## src/rtl/core/idt_pkg.sv

```systemverilog
// Package for the id table: status and opcode codes, controller states,
// and the command/status structs between controller and datapath. No dependencies.
package idt_pkg;
  localparam int TableDepthDefault = 64;
  localparam int IdW = 16;
  localparam int PayW = 32;
  localparam int SlotW = 6;
  localparam int CountW = 7;

  localparam logic [1:0] OP_INSERT = 2'd0;
  localparam logic [1:0] OP_DELETE = 2'd1;
  localparam logic [1:0] OP_FIND   = 2'd2;
  localparam logic [1:0] OP_READ   = 2'd3;

  localparam logic [1:0] ST_OK        = 2'd0;
  localparam logic [1:0] ST_FULL      = 2'd1;
  localparam logic [1:0] ST_NOT_FOUND = 2'd2;
  localparam logic [1:0] ST_BAD_INDEX = 2'd3;

  typedef enum logic [3:0] {
    S_IDLE, S_DISPATCH, S_SCAN_RD, S_SCAN, S_ALLOC, S_WRITE,
    S_DEL_RD, S_DEL_WR, S_READ_RD, S_READ, S_FIND_RD, S_FIND, S_RESP
  } state_t;

  typedef struct packed {
    logic load;      // capture input beat
    logic scan_clr;  // clear counters, start walk at entry 0
    logic scan_rd;   // issue memory read at walk index
    logic scan_acc;  // accumulate registered read into per-candidate counts
    logic alloc_step; // take lowest free id
    logic wr_new;    // write new entry at fill count
    logic rd_last;   // read last entry
    logic wr_move;   // write last entry into slot
    logic rd_slot;   // read at slot
    logic find_step; // compare registered read, advance
    logic set_resp;  // latch response fields
    logic out_valid;
  } idt_cmd_t;

  typedef struct packed {
    logic [1:0] opcode;
    logic full;
    logic slot_bad;
    logic id_zero;
    logic scan_done;
    logic find_hit;
    logic find_end;
  } idt_sts_t;
endpackage

```

## src/rtl/core/idt_ctrl.sv

```systemverilog
// Controller state machine for the id table.
// Depends on idt_pkg.
module idt_ctrl (
  input  logic clk,
  input  logic rst,
  input  logic in_valid,
  output logic in_ready,
  output logic out_valid,
  input  logic out_ready,
  input  idt_pkg::idt_sts_t sts,
  output idt_pkg::idt_cmd_t cmd
);
  import idt_pkg::*;
  state_t state, state_next;

  always_ff @(posedge clk) begin
    if (rst) state <= S_IDLE;
    else state <= state_next;
  end

  always_comb begin
    state_next = state;
    case (state)
      S_IDLE: if (in_valid) state_next = S_DISPATCH;
      S_DISPATCH: begin
        case (sts.opcode)
          OP_INSERT: begin
            if (sts.full) state_next = S_RESP;
            else if (sts.id_zero) state_next = S_SCAN_RD;
            else state_next = S_WRITE;
          end
          OP_DELETE: state_next = sts.slot_bad ? S_RESP : S_DEL_RD;
          OP_FIND: state_next = sts.scan_done ? S_RESP : S_FIND_RD;
          default: state_next = sts.slot_bad ? S_RESP : S_READ_RD;
        endcase
      end
      S_SCAN_RD: state_next = sts.scan_done ? S_ALLOC : S_SCAN;
      S_SCAN: state_next = S_SCAN_RD;
      S_ALLOC: state_next = S_WRITE;
      S_WRITE: state_next = S_RESP;
      S_DEL_RD: state_next = S_DEL_WR;
      S_DEL_WR: state_next = S_RESP;
      S_READ_RD: state_next = S_READ;
      S_READ: state_next = S_RESP;
      S_FIND_RD: state_next = S_FIND;
      S_FIND: state_next = (sts.find_hit || sts.find_end) ? S_RESP : S_FIND_RD;
      S_RESP: if (out_ready) state_next = S_IDLE;
      default: state_next = S_IDLE;
    endcase
  end

  always_comb begin
    cmd = '0;
    in_ready = 1'b0;
    case (state)
      S_IDLE: begin
        in_ready = 1'b1;
        cmd.load = in_valid;
      end
      S_DISPATCH: begin
        cmd.scan_clr = 1'b1;
        cmd.set_resp = 1'b1;
      end
      S_SCAN_RD: cmd.scan_rd = 1'b1;
      S_SCAN: cmd.scan_acc = 1'b1;
      S_ALLOC: cmd.alloc_step = 1'b1;
      S_WRITE: cmd.wr_new = 1'b1;
      S_DEL_RD: cmd.rd_last = 1'b1;
      S_DEL_WR: cmd.wr_move = 1'b1;
      S_READ_RD: cmd.rd_slot = 1'b1;
      S_READ: cmd.set_resp = 1'b1;
      S_FIND_RD: cmd.scan_rd = 1'b1;
      S_FIND: cmd.find_step = 1'b1;
      S_RESP: cmd.out_valid = 1'b1;
      default: ;
    endcase
    out_valid = cmd.out_valid;
  end
endmodule

```

## config.mk

```make
export PLATFORM = sky130hd
export DESIGN_NAME = idt_ctrl
export DESIGN_NICKNAME = d
export VERILOG_FILES = /design/src/rtl/core/idt_pkg.sv /design/src/rtl/core/idt_ctrl.sv
export SDC_FILE = /design/constraint.sdc
export NUM_CORES = 1
export LEC_CHECK = 0
export BUFFER_PORTS_ARGS = -buffer_cell sky130_fd_sc_hd__buf_2
export CAP_MARGIN = 40
export CELL_PAD_IN_SITES_DETAIL_PLACEMENT = 1
export CELL_PAD_IN_SITES_GLOBAL_PLACEMENT = 2
export CORE_MARGIN = 4
export CORE_UTILIZATION = 19
export DETAILED_ROUTE_END_ITERATION = 10
export GPL_ROUTABILITY_DRIVEN = 1
export HOLD_SLACK_MARGIN = 0.08
export PLACE_DENSITY = 0.81
export SLEW_MARGIN = 10
export SYNTH_ARGS = -nofsm -noshare
export SYNTH_HDL_FRONTEND = slang
export SYNTH_SLANG_ARGS = --single-unit
export TNS_END_PERCENT = 20
```

## constraint.sdc

```tcl
create_clock -name clk -period 1.52 [get_ports clk]
set_input_delay 0.076 -clock clk [delete_from_list [all_inputs] [get_ports clk]]
set_output_delay 0.076 -clock clk [all_outputs]
set_load 0.01 [all_outputs]
```

# Word-level counts from Yosys, hierarchy flattened
# Cells that the tools add are included.
[totals]
regBits = 4
input_bits = 12
output_inout_bits = 14
wordCells = 48
[classes]
n_eq_ne = 16
muxes = 24
reduce_logical = 7
[ops]
columns = ["op", "n"]
rows = [
  ["$pmux W4 S11", 1],
  ["$eq A4 B4 Y1 const B", 5],
  ["$eq A4 B3 Y1 const B", 4],
  ["$mux W4", 4],
  ["$mux W3", 5],
  ["$mux W1", 13],
  ["$pmux W4 S3", 1],
  ["$eq A4 B2 Y1 const B", 2],
  ["$eq A4 B1 Y1 const B", 1],
  ["$logic_not A4 Y1", 1],
  ["$ne A2 B2 Y1 const B", 2],
  ["$reduce_or A2 Y1", 2],
  ["$reduce_or A3 Y1", 1],
  ["$eq A2 B1 Y1 const B", 1],
  ["$eq A2 B2 Y1 const B", 1],
  ["$logic_not A2 Y1", 1],
  ["$reduce_and A2 Y1", 1],
  ["$logic_or A1 B1 Y1", 1],
]

# Logic depth before layout (Yosys ltp)
# Gate-level depths: netlist of the first run.
[depth]
ltp_word = 4
mapped_depth = 5
ltp_nobuf = 4

# Least setup slack after synthesis of the first run
# No wires, ideal clock.
[synth_timing]
path_kind = "register to register"
startpoint = "reg state[0]"
endpoint = "reg state[2]"
setup_ps = 74
t_arrival_ps = 1114
required_ps = 1446
slack_ps = 332
stages_incl_launch_ff = 6
path_buffers = 1
synth_period_minus_slack_ps = 1188
path_cell_list = "dfxtp_1 > buf_2 > nand2_1 > nor2_1 > o21ai_0 > a31oi_1"
[synth_via]
elab_chain_cells = 3
word_cells_on_any_way = 18
cone_classes = "eq/ne: 14; mux: 1; reduce/logical: 3"
[synth_rtl]
columns = ["element", "line_no", "text"]
rows = [
  ["from (decl)", "idt_ctrl.sv:14", "state_t state, state_next;"],
  ["from (signal assigned)", "idt_ctrl.sv:18", "else state <= state_next;"],
  ["$eq A4 B3 Y1 (tied with other cells)", "idt_ctrl.sv:23", "case (state)"],
  ["$reduce_or A3 Y1 (no source line) / $ne A2 B2 Y1 (equally long branches)", "n/a", ""],
  ["$pmux W4 S11 / $reduce_and A2 Y1 (equally long branches)", "n/a", ""],
]
# Several ways; a longest one is shown, not always the timed one.
# A chain may end at the register's enable or synchronous reset.

# Final worst setup path of the first run
[layout_timing]
startpoint = "reg state[3]"
endpoint = "reg state[2]"
# The elaborated chain is that of the path after synthesis.

==> reports/metrics.cfg, run 1 <==
[setup_path]
critical_path_class = flip-flop to flip-flop
crit_path_start_kind = flip-flop
crit_required_ps = 1680
setup.worst_path.end_class = flip-flop
crit_path_max_fanout = 11
cp_data_arrival_time_ps = 1560
slowest_delay_ps = 430
worstPathCellList = or2_4 > o41a_1 > a31oi_1
timing.critical_path.slowest_stage_cell = sky130_fd_sc_hd__o41a_1

[routing]
vias_per_cell = 4.617
detailedRoute.firstPassIterationCount = 3
post_drt_wl_per_cell_um = 12.18
detailedRoute.firstIterationViolations = 2
drc_errors = 0
detailroute.via_count = 531
routed_wirelength_mm = 1.401
route.antenna.remaining_nets = 0

[global_route]
vias_in_the_first_global_route = 493
global_route.overflow_total = 0
grt_first_pass_wirelength_mm = 2.228
grt_start_max_net_pins = 13
global_route.usage.total_pct = 10.55
number_of_antenna_violations_at_the_first_check_in_global_routing = 0

[clock_tree]
clock_buffer_count_from_cts = 3
cts_tree = yes
clock_tree.buffer_depth = 2
number_of_clock_sinks = 4
post_cts.resized_instances = 0
post-cts-setup-buffers = 0
cts_root_buffer = sky130_fd_sc_hd__clkbuf_4
post_cts_hold_buffer_count = 1
htree_levels = 1
cts_clock_pin_slew_for_the_worst_setup_and_hold_paths_ps = 40
worstSkewPairLatency_ps = 240

[synth]
ys.flop_type = sky130_fd_sc_hd__dfxtp_1
synth_area_leader_cell = sky130_fd_sc_hd__dfxtp_1
synthCells = 61
synth-async-reset-ratio_pct = 0
seq_area_frac_synth_pct = 18.93
synth_edf_count = 0
ys_ff_latch = 4
yosys_warnings = 0
synth_cell_types = 27
postSynthNetCount = 73
synthesis.area_per_instance_um2 = 6.933
netlist_area_um2 = 422.9
yosysTopAreaCellShare_pct = 18.93
synth.top_cells.by_area = sky130_fd_sc_hd__dfxtp_1, sky130_fd_sc_hd__nor2_1, sky130_fd_sc_hd__nand2b_1

[pwr]
combPwrFrac_pct = 54.5
p_leak_nw = 0.2981
seqPwrFrac_pct = 24.1
net_sw_power_mw = 0.2618
internal_power_mw = 0.3694
vdd.ir_drop.worst_mv = 0.4160
switching_share_pct = 41.47
power-per-cell-area_nw_per_um2 = 1034
clockPowerShare_pct = 21.4

[sta]
fmax_mhz = 714.8
slew_violations = 0
maxSlewHeadroom_pct = 78.94
setup_viol = 0
finalCriticalPeriod_ps = 1399
min_period_over_period_pct = 92.03
setup_tns_ps = 0
layout_setup_ws_ps = 121.1
timing.final.hold_violations = 0
rsz0062_at_grt = false
timing_worst_slew_pin_value_ps = 315.5
final.setup_skew_ps = 6.139

[final_layout]
areaGrowthSynthToFinish_pct = 44.38
final_area_um2 = 610.6
num-nets-final = 102
inserted_diodes = 0
largest_register_ff_count = 4
largest_registers = state x4
fraction_of_layout_instances_using_a_drive_strength_above_1_pct = 38.64
most-common-layout-cells = sky130_fd_sc_hd__buf_2, sky130_fd_sc_hd__nor2_1, sky130_fd_sc_hd__nand2b_1
top_register = state
final_common_cell = sky130_fd_sc_hd__buf_2

[floorplanning]
dieWidth_um = 55.18
core_area_um2 = 2042
floorplan.die_area_um2 = 3045
chipHeight_um = 55.18
floorplan.io_pins = 26
row_count = 16
initial_utilization_pct = 20.71

[placed_design]
instance_area_at_placement_um2 = 578.1
place.gp.congestion = 0.7571
post-place-ws_ps = 151.2
hpwlAfterDp_mm = 1.145
io_buffers = 25

[hold_path]
min-delay-path-class = input pin to flip-flop

[flow_run]
maxCapViolations = 0

[run_status]
outcome = completed

[through the flow]
stage	util [%]	hold WS, ps	power (mW)	cells
finish	29.90	134.2	0.6312	115
global route	29.90	136.3	0.7037	115
CTS	29.90	126.1	0.6425	115
detailed placement	28.31	295.9	0.5003	111
global placement	28.31	305.1	0.4904	111
floorplan	-	145.1	0.3747	61
[worst paths after layout]
path,from,endpoint,slack [ps],depth (start not counted)
max,state[3],state[2],120,3
min,in_valid,state[0],130,2
max reg2reg,state[3],state[2],120,3
min reg2reg,state[1],state[3],640,2
[cells in the mapped netlist, types with 2 or more instances]
master	count
sky130_fd_sc_hd__nor2_1	11
sky130_fd_sc_hd__nand2b_1	5
sky130_fd_sc_hd__dfxtp_1	4
sky130_fd_sc_hd__nand2_1	4
sky130_fd_sc_hd__o21ai_0	4
sky130_fd_sc_hd__a21oi_1	3
sky130_fd_sc_hd__buf_2	3
sky130_fd_sc_hd__nor3_1	3
sky130_fd_sc_hd__a31oi_1	2
sky130_fd_sc_hd__and3_1	2
sky130_fd_sc_hd__and3b_1	2
sky130_fd_sc_hd__mux2_2	2
sky130_fd_sc_hd__o21bai_1	2
[worst max-delay path: cells and delay by family (launching register included)]
kind	cells	cell delay, ps
flip-flops	1	390
AO/OA/AOI/OAI	2	620
AND/OR/NAND/NOR	1	310
[layout make-up]
type	count	area, um2
inverter	1	3.754
fill	277	1431
tap	27	33.78
clock buffer	3	22.52
timing repair buffer	29	157.7
sequential	4	80.08
multi-input combinational	51	312.8
[logic make-up (layout without fill, tap and decap cells)]
| kind of cell | count (synthesis) | after routing | share of synthesized area (%) |
|---|---|---|---|
| AND/OR/NAND/NOR | 32 | 32 | 40.83 |
| flip-flops | 4 | 4 | 18.94 |
| multiplexers | 2 | 2 | 5.325 |
| AO/OA/AOI/OAI | 17 | 17 | 27.81 |
| buffers and inverters | 6 | 33 | 7.099 |
[metal layers]
layer	wire, um	global-route usage (%)
met3	121	5.094
met4	0	3.644
met2	561	15.16
met5	0	0
met1	719	13.60
[power by group through the flow]
stage               registers (mW)  logic (mW)  clock network (mW)
finish                       0.152       0.344               0.135
global route                 0.156       0.394               0.154
CTS                          0.152       0.350               0.140
detailed placement           0.154       0.346                   0
global placement             0.151       0.339                   0
floorplan                    0.141       0.234                   0
Power figures use the tool's default switching activity.
==> run 2, diff against run 1 <==
Clock period 1.52 ns to 1.4 ns, I/O delays scaled along.
==> run 2 against run 1 <==
Flip-flop and latch count is the same. Power grew 11%. Core utilization rose by 0.49 points. Global-route usage is 0.38 points higher. Worst hold slack got worse by 15 ps. Final cell count rose by 0.87%. Non-clock buffer count rose by 1. Sequential share of layout area is 0.21 points lower. Critical path depth rose by 1. Critical endpoint is now cmd[0].
==> reports/metrics.cfg, run 2 (synthesized netlist as in run 1, its figures left out) <==
[final_layout]
final_common_cell = sky130_fd_sc_hd__buf_2
most-common-layout-cells = sky130_fd_sc_hd__buf_2, sky130_fd_sc_hd__nor2_1, sky130_fd_sc_hd__nand2b_1
top_register = state
inserted_diodes = 0
final_util_pct = 30.39
largest_register_ff_count = 4
areaGrowthSynthToFinish_pct = 46.75
num-nets-final = 103
largest_registers = state x4
number_of_filler_cells_placed_in_the_layout = 274
fraction_of_layout_instances_using_a_drive_strength_above_1_pct = 40.45

[floorplanning]
floorplan.die_area_um2 = 3045
chipHeight_um = 55.18
initial_utilization_pct = 20.71
dieWidth_um = 55.18
floorplan.io_pins = 26
row_count = 16
core_area_um2 = 2042

[run_status]
outcome = completed

[routing]
vias_per_cell = 4.776
route.antenna.remaining_nets = 0
detailroute.via_count = 554
drc_errors = 0
detailedRoute.firstPassIterationCount = 4
routed_wirelength_mm = 1.422
post_drt_wl_per_cell_um = 12.26
detailedRoute.firstIterationViolations = 6

[sta]
fmax_mhz = 754.3
finalCriticalPeriod_ps = 1326
timing.final.hold_violations = 0
hold_ws_ps = 119.5
layout_setup_ws_ps = 74.20
setup_viol = 0
min_period_over_period_pct = 94.70
final.setup_skew_ps = 1.497
timing_worst_slew_pin_value_ps = 253.2
slew_violations = 0
maxSlewHeadroom_pct = 82.86
rsz0062_at_grt = true

[setup_path]
setup.worst_path.end_class = output port
crit_required_ps = 1330
cp_data_arrival_time_ps = 1260
r2r_cells = 3
crit_path_start_kind = flip-flop
critical_path_class = flip-flop to output port
crit_path_max_fanout = 11

[global_route]
global_route.usage.total_pct = 10.93
number_of_antenna_violations_at_the_first_check_in_global_routing = 0
global_route.overflow_total = 0
vias_in_the_first_global_route = 515
grt_first_pass_wirelength_mm = 2.318
grt_start_max_net_pins = 13

[pwr]
vdd.ir_drop.worst_mv = 0.2522
power-per-cell-area_nw_per_um2 = 1128
p_leak_nw = 0.3039

[clock_tree]
worstSkewPairLatency_ps = 240
clock_buffer_count_from_cts = 3
cts_clock_pin_slew_for_the_worst_setup_and_hold_paths_ps = 40
cts_root_buffer = sky130_fd_sc_hd__clkbuf_4
htree_levels = 1
post-cts-setup-buffers = 0
number_of_clock_sinks = 4
clock_tree.buffer_depth = 2
cts_tree = yes

[placed_design]
hpwlAfterDp_mm = 1.153
io_buffers = 25
post-place-ws_ps = 115.9
place.gp.congestion = 0.7555

[hold_path]
min-delay-path-class = input pin to flip-flop
holdPathStages = 2

[flow_run]
maxCapViolations = 0

run 2: report_power, final:
part	internal, mW	switching (mW)
Sequential	0.136	0.0209
Clock	0.0963	0.0537
Combinational	0.177	0.215
run 2: critical path, cell delays in order, from the launching register on:
cell	delay (ps)
sky130_fd_sc_hd__dfxtp_1	340
sky130_fd_sc_hd__buf_4	180
sky130_fd_sc_hd__nor2_1	170
sky130_fd_sc_hd__and3_1	190
sky130_fd_sc_hd__buf_2	130
run 2: what timing repair did:
item                                    4_1_cts  5_1_grt
endpoints found under the hold margin         3        0
hold buffers                                  1        0
resized for setup                             0        1
endpoints found under the setup margin        0        4
run 2: stage by stage:
stage                     power, mW  setup TNS (ps)  std cells  instance area, um2
after floorplan              0.4068               0         61               422.9
after global placement       0.5468               0        112               585.6
after detailed placement     0.5522               0        112               585.6
after CTS                    0.7097               0        116               618.1
after global routing         0.7691          -7.747        116               620.6
final                        0.6997               0        116               620.6
run 2: path summary, 6_finish.rpt:
check	start	endpoint	slack (ps)
setup / recovery	state[0]	cmd[0]	70
hold / removal	in_valid	state[0]	120
setup reg to reg	state[1]	state[0]	110
hold reg to reg	state[1]	state[1]	570
run 2: layout make-up:
| type | instances | area [um2] | share of cell area (%) |
|---|---|---|---|
| well taps | 27 | 33.78 | 5.444 |
| inverters | 1 | 3.754 | 0.6048 |
| clock buffers | 3 | 22.52 | 3.629 |
| flip-flops and latches | 4 | 80.08 | 12.90 |
| multi-input cells | 51 | 315.3 | 50.81 |
| repair buffers | 30 | 165.2 | 26.61 |
run 2: metal layers:
metal | up-vias | global-route usage (%) | wire [um] | part of all wire (%)
met3 | 4 | 2.413 | 130 | 9.1
li1 | 278 | - | - | -
met2 | 26 | 16.14 | 589 | 41
met5 | - | 0 | 0 | 0
met1 | 246 | 14.06 | 665 | 47
met4 | 0 | 7.287 | 37 | 2.6
